===== config.mk =====
export PLATFORM = sky130hd
export DESIGN_NAME = timed_setpoint_list_sequencer
export DESIGN_NICKNAME = d
export VERILOG_FILES = /design/src/rtl/tsls_pkg.sv /design/src/rtl/tsls_csr.sv /design/src/rtl/tsls_table.sv /design/src/rtl/timed_setpoint_list_sequencer.sv
export SDC_FILE = /design/constraint.sdc
export NUM_CORES = 2
export LEC_CHECK = 0
export BUFFER_PORTS_ARGS = -buffer_cell sky130_fd_sc_hd__buf_2
export CAP_MARGIN = 5
export CORE_MARGIN = 10
export CORE_UTILIZATION = 35
export DETAILED_ROUTE_END_ITERATION = 12
export PLACE_DENSITY_LB_ADDON = 0.1
export SKIP_CTS_REPAIR_TIMING = 1
export SYNTH_ARGS = -nofsm -noshare
export SYNTH_HDL_FRONTEND = slang
export SYNTH_SLANG_ARGS = --single-unit

===== constraint.sdc =====
create_clock -name clock -period 15.94 [get_ports clock]
set_clock_uncertainty 0.05 [all_clocks]
set_input_delay 2.391 -clock clock [delete_from_list [all_inputs] [get_ports clock]]
set_output_delay 2.391 -clock clock [all_outputs]
set_load 0.01 [all_outputs]

===== src/rtl/tsls_pkg.sv =====
package tsls_pkg;

   localparam int POINTS = 64;
   localparam int IDX_W  = $clog2(POINTS);
   localparam int CNT_W  = IDX_W + 1;
   localparam int LIM_W  = IDX_W + 2;

   localparam int VOLT_W  = 16;
   localparam int CURR_W  = 16;
   localparam int DWELL_W = 24;
   localparam int LOOP_W  = 16;

   localparam int CSR_AW = 4;
   localparam int CSR_DW = 32;

   // Register indexes, taken from paddr[3:2].
   localparam logic [1:0] REG_START_POINT = 2'd0;
   localparam logic [1:0] REG_POINT_COUNT = 2'd1;
   localparam logic [1:0] REG_CYCLE_LIMIT = 2'd2;

   // Input item actions.
   localparam logic ACT_TICK  = 1'b0;
   localparam logic ACT_WRITE = 1'b1;

   localparam logic [DWELL_W-1:0] HOLD_MAX = {DWELL_W{1'b1}};
   localparam logic [LOOP_W-1:0]  LOOP_MAX = {LOOP_W{1'b1}};

   typedef struct packed {
      logic               action;
      logic               enable;
      logic               running;
      logic               power_on;
      logic [IDX_W-1:0]   point_index;
      logic [VOLT_W-1:0]  point_voltage;
      logic [CURR_W-1:0]  point_current;
      logic [DWELL_W-1:0] point_dwell;
   } req_type;

   typedef struct packed {
      logic              setpoint_valid;
      logic [VOLT_W-1:0] voltage;
      logic [CURR_W-1:0] current;
      logic              loop_changed;
      logic [LOOP_W-1:0] loop_count;
      logic              finished;
      logic [IDX_W-1:0]  position;
   } rsp_type;

   typedef struct packed {
      logic [IDX_W-1:0]  start_point;
      logic [CNT_W-1:0]  point_count;
      logic [LOOP_W-1:0] cycle_limit;
   } cfg_type;

   typedef struct packed {
      logic [VOLT_W-1:0]  voltage;
      logic [CURR_W-1:0]  current;
      logic [DWELL_W-1:0] dwell;
   } entry_type;

   localparam cfg_type CFG_RESET = '{
      start_point: '0,
      point_count: CNT_W'(POINTS),
      cycle_limit: '0
   };

   // True when the entry after idx falls outside the window or the table.
   function automatic logic window_wrap(logic [IDX_W-1:0] idx, cfg_type cfg);
      logic [CNT_W-1:0] nxt;
      logic [LIM_W-1:0] lim;
      nxt = {1'b0, idx} + CNT_W'(1);
      lim = {2'b00, cfg.start_point} + {1'b0, cfg.point_count};
      return (nxt >= CNT_W'(POINTS)) || ({1'b0, nxt} >= lim);
   endfunction

   function automatic logic [IDX_W-1:0] next_index(logic [IDX_W-1:0] idx, cfg_type cfg);
      return window_wrap(idx, cfg) ? cfg.start_point : idx + IDX_W'(1);
   endfunction

endpackage


===== src/rtl/tsls_csr.sv =====
module tsls_csr (
   input  logic                        clock,
   input  logic                        reset,
   input  logic                        psel,
   input  logic                        penable,
   input  logic                        pwrite,
   input  logic [tsls_pkg::CSR_AW-1:0] paddr,
   input  logic [tsls_pkg::CSR_DW-1:0] pwdata,
   output logic [tsls_pkg::CSR_DW-1:0] prdata,
   output logic                        pready,
   output tsls_pkg::cfg_type           cfg,
   output tsls_pkg::cfg_type           cfg_next
);
   import tsls_pkg::*;

   cfg_type    cfg_ff;
   cfg_type    cfg_in;
   logic       wr_en;
   logic [1:0] reg_sel;

   assign pready  = 1'b1;
   assign wr_en   = psel && penable && pwrite;
   assign reg_sel = paddr[3:2];

   always_comb begin
      cfg_in = cfg_ff;
      if (wr_en) begin
         case (reg_sel)
            REG_START_POINT: cfg_in.start_point = pwdata[IDX_W-1:0];
            REG_POINT_COUNT: cfg_in.point_count = pwdata[CNT_W-1:0];
            REG_CYCLE_LIMIT: cfg_in.cycle_limit = pwdata[LOOP_W-1:0];
            default: ;
         endcase
      end
   end

   always_ff @(posedge clock) begin
      if (reset) begin
         cfg_ff <= CFG_RESET;
      end else begin
         cfg_ff <= cfg_in;
      end
   end

   always_comb begin
      case (reg_sel)
         REG_START_POINT: prdata = CSR_DW'(cfg_ff.start_point);
         REG_POINT_COUNT: prdata = CSR_DW'(cfg_ff.point_count);
         REG_CYCLE_LIMIT: prdata = CSR_DW'(cfg_ff.cycle_limit);
         default:         prdata = '0;
      endcase
   end

   assign cfg      = cfg_ff;
   assign cfg_next = reset ? CFG_RESET : cfg_in;

endmodule


===== src/rtl/tsls_table.sv =====
module tsls_table (
   input  logic                       clock,
   input  logic                       wr_en,
   input  logic [tsls_pkg::IDX_W-1:0] wr_addr,
   input  tsls_pkg::entry_type        wr_data,
   input  logic [tsls_pkg::IDX_W-1:0] rd_a_addr,
   input  logic [tsls_pkg::IDX_W-1:0] rd_b_addr,
   output tsls_pkg::entry_type        rd_a_data,
   output tsls_pkg::entry_type        rd_b_data
);
   import tsls_pkg::*;

   entry_type mem [POINTS];
   entry_type rd_a_ff;
   entry_type rd_b_ff;

   // Reads that hit the entry being written return the new data.
   always_ff @(posedge clock) begin
      if (wr_en) begin
         mem[wr_addr] <= wr_data;
      end
      rd_a_ff <= (wr_en && wr_addr == rd_a_addr) ? wr_data : mem[rd_a_addr];
      rd_b_ff <= (wr_en && wr_addr == rd_b_addr) ? wr_data : mem[rd_b_addr];
   end

   assign rd_a_data = rd_a_ff;
   assign rd_b_data = rd_b_ff;

endmodule


===== src/rtl/timed_setpoint_list_sequencer.sv =====
// A result strobes on rsp_strobe in the cycle after its transaction is taken.
// The block takes one transaction per cycle; busy stays low, the receiver cannot stall.
// The table is read ahead at the next-state position, so each step is
// one table lookup, one dwell compare and one saturating add.
// Reset (synchronous, active high) clears position, hold and loop counts and loads
// the register defaults; table contents are undefined until written.
module timed_setpoint_list_sequencer (
   input  logic                        clock,
   input  logic                        reset,
   input  logic                        start,
   output logic                        busy,
   input  tsls_pkg::req_type           req_data,
   output logic                        rsp_strobe,
   output tsls_pkg::rsp_type           rsp_data,
   input  logic                        psel,
   input  logic                        penable,
   input  logic                        pwrite,
   input  logic [tsls_pkg::CSR_AW-1:0] paddr,
   input  logic [tsls_pkg::CSR_DW-1:0] pwdata,
   output logic [tsls_pkg::CSR_DW-1:0] prdata,
   output logic                        pready
);
   import tsls_pkg::*;

   cfg_type cfg;
   cfg_type cfg_next;

   logic [IDX_W-1:0]   active_ff,  active_in;
   logic [DWELL_W-1:0] hold_ff,    hold_in;
   logic [LOOP_W-1:0]  passes_ff,  passes_in;
   logic               rsp_strobe_ff;
   rsp_type            rsp_ff,     rsp_in;

   logic               accept;
   logic               tbl_wr_en;
   entry_type          tbl_wr_data;
   entry_type          cur_entry;
   entry_type          nxt_entry;
   logic [IDX_W-1:0]   rd_a_addr;
   logic [IDX_W-1:0]   rd_b_addr;

   tsls_csr u_csr (
      .clock    (clock),
      .reset    (reset),
      .psel     (psel),
      .penable  (penable),
      .pwrite   (pwrite),
      .paddr    (paddr),
      .pwdata   (pwdata),
      .prdata   (prdata),
      .pready   (pready),
      .cfg      (cfg),
      .cfg_next (cfg_next)
   );

   // The block never holds off a transaction.
   assign busy   = 1'b0;
   assign accept = start;

   // A write transaction stores one table entry.
   assign tbl_wr_en           = accept && req_data.action == ACT_WRITE;
   assign tbl_wr_data.voltage = req_data.point_voltage;
   assign tbl_wr_data.current = req_data.point_current;
   assign tbl_wr_data.dwell   = req_data.point_dwell;

   // Port A follows the position the next transaction will see, port B the entry
   // that follows it in the window. Both are addressed from next-state values so
   // the registered read data lines up with the state registers.
   assign rd_a_addr = reset ? '0 : active_in;
   assign rd_b_addr = next_index(rd_a_addr, cfg_next);

   tsls_table u_table (
      .clock     (clock),
      .wr_en     (tbl_wr_en),
      .wr_addr   (req_data.point_index),
      .wr_data   (tbl_wr_data),
      .rd_a_addr (rd_a_addr),
      .rd_b_addr (rd_b_addr),
      .rd_a_data (cur_entry),
      .rd_b_data (nxt_entry)
   );

   // Sequencing step for one tick transaction.
   always_comb begin
      logic stop;
      logic [DWELL_W-1:0] hold_tmp;
      stop      = 1'b0;
      hold_tmp  = hold_ff;
      active_in = active_ff;
      hold_in   = hold_ff;
      passes_in = passes_ff;
      rsp_in    = '0;

      if (accept && req_data.action == ACT_TICK) begin
         if (!req_data.enable) begin
            // Disabled list mode rewinds to the start of the window.
            hold_in   = '0;
            active_in = cfg.start_point;
            passes_in = '0;
         end else if (req_data.running && req_data.power_on) begin
            // On the first pass the start entry is applied as the tick begins.
            if (passes_ff == '0 && active_ff == cfg.start_point) begin
               rsp_in.setpoint_valid = 1'b1;
               rsp_in.voltage        = cur_entry.voltage;
               rsp_in.current        = cur_entry.current;
            end
            // Dwell met: move on, wrapping at the end of the window or table.
            if (hold_ff >= cur_entry.dwell) begin
               hold_tmp  = '0;
               active_in = next_index(active_ff, cfg);
               if (window_wrap(active_ff, cfg)) begin
                  if (passes_ff != LOOP_MAX) begin
                     passes_in = passes_ff + LOOP_W'(1);
                  end
                  rsp_in.loop_changed = 1'b1;
                  if (cfg.cycle_limit != '0 && passes_in >= cfg.cycle_limit) begin
                     rsp_in.finished = 1'b1;
                     stop            = 1'b1;
                  end
               end
               if (!stop) begin
                  rsp_in.setpoint_valid = 1'b1;
                  rsp_in.voltage        = nxt_entry.voltage;
                  rsp_in.current        = nxt_entry.current;
               end
            end
            // The hold counter advances on every running, powered-on tick that does not finish.
            hold_in = hold_tmp;
            if (!stop && hold_tmp != HOLD_MAX) begin
               hold_in = hold_tmp + DWELL_W'(1);
            end
         end
      end

      rsp_in.loop_count = passes_in;
      rsp_in.position   = active_in;
   end

   always_ff @(posedge clock) begin
      if (reset) begin
         active_ff     <= '0;
         hold_ff       <= '0;
         passes_ff     <= '0;
         rsp_strobe_ff <= 1'b0;
      end else begin
         active_ff     <= active_in;
         hold_ff       <= hold_in;
         passes_ff     <= passes_in;
         rsp_strobe_ff <= accept;
      end
   end

   // Result payload register, loaded with each transaction.
   always_ff @(posedge clock) begin
      if (accept) begin
         rsp_ff <= rsp_in;
      end
   end

   assign rsp_strobe = rsp_strobe_ff;
   assign rsp_data   = rsp_ff;

   // Every taken transaction yields exactly one result in the next cycle.
   a_one_result: assert property (@(posedge clock) disable iff (reset)
      start |=> rsp_strobe_ff)
      else $error("transaction without a result");

   a_no_spurious: assert property (@(posedge clock) disable iff (reset)
      !start |=> !rsp_strobe_ff)
      else $error("result without a transaction");

   // A finish only comes with a completed pass, and with no new setpoint or a rewind to the window start.
   a_finish_wraps: assert property (@(posedge clock) disable iff (reset)
      rsp_strobe_ff && rsp_ff.finished |->
         rsp_ff.loop_changed && !rsp_ff.setpoint_valid || rsp_ff.loop_changed
         && rsp_ff.position == cfg.start_point)
      else $error("finish without a completed pass");

   // A disabled tick clears the hold and loop counts.
   a_disable_clears: assert property (@(posedge clock) disable iff (reset)
      start && req_data.action == ACT_TICK && !req_data.enable |=>
         hold_ff == '0 && passes_ff == '0)
      else $error("disabled tick left counts set");

endmodule

==> flow_summary.yaml <==
yosys:
  synth_compound_gate_area_share: 0.0252
  dominant_combinational_cell_family_by_area_after_synthesis: "multiplexers"
  synth-edff-count: 3641
  synthCells: 7443
  ys_seq_area_frac: 0.690
  asyncSetResetFlopFracSynth: 0
  synth_xor_xnor_area_share: 0.00196
  synthDistinctLibCells: 78
  ys_warn_count: 0
  ys_seq_elements: 3723
  syn_area_per_cell_um2: 21.6
  post_synth_instance_area_um2: 161000
  top_flip_flop_cell_by_instance_count_after_synthesis: "edfxtp_1"
  yosys.area_share.simple: 0.0151
  yosys-mux-area-fraction: 0.245
  synthAdderAreaFrac: 0.00577
critical_path:
  crit_path_max_incr_delay_ns: 0.81
  worst_path_most_repeated_cell: "a21oi_1"
  critical-path-slowest-cell: "dfxtp_4"
  critical_path_required_ns: 16.74
  worstPathMaxFanout: 39
  cp.buffers_inverters: 4
  cell_class_contributing_the_biggest_share_of_worst_path_delay: "compound AO/OA/AOI/OAI gates"
  cp-startpoint: "active_ff[0]"
  timing.critical_path.to_type: "flip-flop"
  worstSetupPathType: "flip-flop to flip-flop"
  r2r-start: "active_ff[0]"
  crit_arrival_ns: 9.75
  critPathLaunchType: "flip-flop"
timing:
  holdWs_ns: 0.459
  slew_headroom: 0.110
  fmax_mhz: 112
  fin_tns_setup_ns: 0
  timing.final.max_slew_violations: 0
  rsz0062_at_grt: "false"
  worst-slew-pin-transition_ns: 1.34
  timing.final.setup_violations: 0
  period_needed_ns: 8.95
  hold_viol: 0
  min_period_over_period: 0.561
finish:
  num-nets-final: 7964
  final_common_cell: "edfxtp_1"
  drive_above_1_share: 0.338
  multiInputGateArea_um2: 47800
  finalInstanceArea_um2: 183000
  layout.filler_cells: 40400
  area.growth.synth_to_final_pct: 13.8
  register_area_um2: 111000
  layout_common_cells: "edfxtp_1 (3641), mux4_2 (1634), clkbuf_16 (430)"
floorplan:
  die-height_um: 698
  floorplan.initialDensity: 0.352
  dieArea_um2: 487000
  pin_count: 200
  die-width_um: 698
  coreArea_um2: 457000
  row_count: 248
detailed_routing:
  drt_first_pass_iters: 6
  vias_per_cell: 5.99
  postRouteAntennaNets: 0
  vias_after_detailed_routing: 85500
  drt_first_iter_violations: 9860
  drt-total-wl_um: 564000
  drt_drc: 0
  wl_per_cell_um: 39.5
clocking:
  cts-root-buf: "clkbuf_16"
  clk_latency_ns: 1.01
  cts.path.max_buffers: 4
  cts_htree_levels: 5
  cts.clk_slew.worst_paths_ns: 0.06
  cts.sinks: 3723
  cts_tree: "yes"
  cts_buffers: 423
global_routing:
  gr-total-overflow: 0
  antenna_found_initial: 69
  largest_net_degree_at_the_start_of_global_routing: 127
  grt_pass1_wl_um: 764000
  grt_pass1_vias: 88300
  gr-usage-all-layers: 0.225
pwr:
  p_leak_nw: 54.7
  ir_drop_mv: 0.0862
  p_seq_frac: 0.508
  comb_power_share: 0.047
  part_of_the_power_in_the_clock_network: 0.445
  power_report.internal_total_w: 0.0166
  switching_share: 0.218
  switchingPower_w: 0.00465
  power.density_cell_area_nw_per_um2: 116
min_path:
  holdCritStartpoint: "u_csr.cfg[2]"
  worst_hold_path_type: "flip-flop to flip-flop"
placement:
  gp_congestion: 0.782
  port_buffers: 163
  standard_cell_area_after_detailed_placement_um2: 170000
  detailedPlacementHpwl_um: 305000
job:
  drv.max_cap_violation_count: 0
run_status:
  outcome: "finished clean"
tightest hold or removal path, delay by kind of cell, from the launching register on:
family / cells / cell delay, ns
AOI/OAI and AO/OA: 1 / 0.05
and+or+nand+nor: 1 / 0.07
DFF: 1 / 0.34
path summary, 6_finish.rpt:
kind	slack [ns]	depth (start not counted)	endpoint
max	6.99	29	flip-flop
min	0.46	2	u_csr.cfg[2]
max reg2reg	6.99	29	flip-flop
min reg2reg	0.46	2	u_csr.cfg[2]
cells by family (layout without fill, tap and decap cells):
kind of cell	Yosys count	after routing
AND/OR/NAND/NOR	534	534
AO/OA/AOI/OAI	603	603
other	2	33
XOR/XNOR	36	36
adder cells (fa/ha/maj)	73	73
buffers and inverters	575	1259
flip-flops	3723	3723
multiplexers	1897	1897
power by group through the flow:
| stage | clock, W | sequential, W | combinational, W |
|---|---|---|---|
| global route | 0.0100 | 0.0108 | 0.00106 |
| floorplan | 0 | 0.0110 | 0.000631 |
| global placement | 0 | 0.0110 | 0.00100 |
| CTS | 0.00967 | 0.0108 | 0.00101 |
| finish | 0.00948 | 0.0108 | 0.000996 |
| detailed placement | 0 | 0.0110 | 0.00101 |
metrics by stage:
stage | power (W) | std cells | util | setup WS (ns)
after floorplan | 0.0116 | 7459 | - | 8.66
after global placement | 0.0120 | 13500 | 0.371 | 6.64
after detailed placement | 0.0120 | 13500 | 0.371 | 6.78
after CTS | 0.0215 | 14300 | 0.400 | 6.77
after global routing | 0.0219 | 14300 | 0.400 | 6.09
final | 0.0213 | 14300 | 0.400 | 6.99
synthesized netlist by cell type, types with 15 or more instances:
cell type | number | area [um^2]
buf_1 | 71 | 267
edfxtp_1 | 3641 | 109000
mux4_2 | 1634 | 36800
inv_1 | 53 | 199
buf_2 | 131 | 656
a21o_1 | 15 | 113
and2_1 | 21 | 131
o22ai_1 | 73 | 457
o21ai_0 | 110 | 551
nor2b_1 | 32 | 200
mux2i_1 | 247 | 2470
a21oi_1 | 162 | 811
nand2_1 | 213 | 800
nand4_1 | 15 | 93.8
o221ai_1 | 110 | 963
buf_4 | 57 | 428
a211oi_1 | 41 | 308
a22o_1 | 26 | 228
dfxtp_1 | 82 | 1640
ha_1 | 71 | 888
clkbuf_1 | 250 | 938
xnor2_1 | 23 | 201
nand3_1 | 36 | 180
nor2_1 | 143 | 537
sequential cells by signal, summed over array words and instances, names as in the netlist, named ones only:
name and count:
u_table.mem 3584, rsp_data 57, u_csr.cfg 29, hold_ff 24, passes_ff 16, active_ff 6
rsp_strobe 1
final cells by class:
type	count	share of cell area
inverter	54	0.00115
multi-input combinational	3161	0.261
clock inverter	235	0.0110
tap	6125	0.0419
sequential	3723	0.607
clock buffer	550	0.0617
timing repair buffer	420	0.0162
antenna	15	0.000205
layer usage:
layer  vias up  global-route usage  part of all wire  wire [um]
met5         -                   0           0.00016         91
met4        14              0.0580             0.028      15800
met3       792              0.0321             0.062      35000
met2      3366               0.371              0.49     274000
met1     48200               0.315              0.42     239000
li1      33100                   -                 -          -
(Power assumes the default switching activity.)
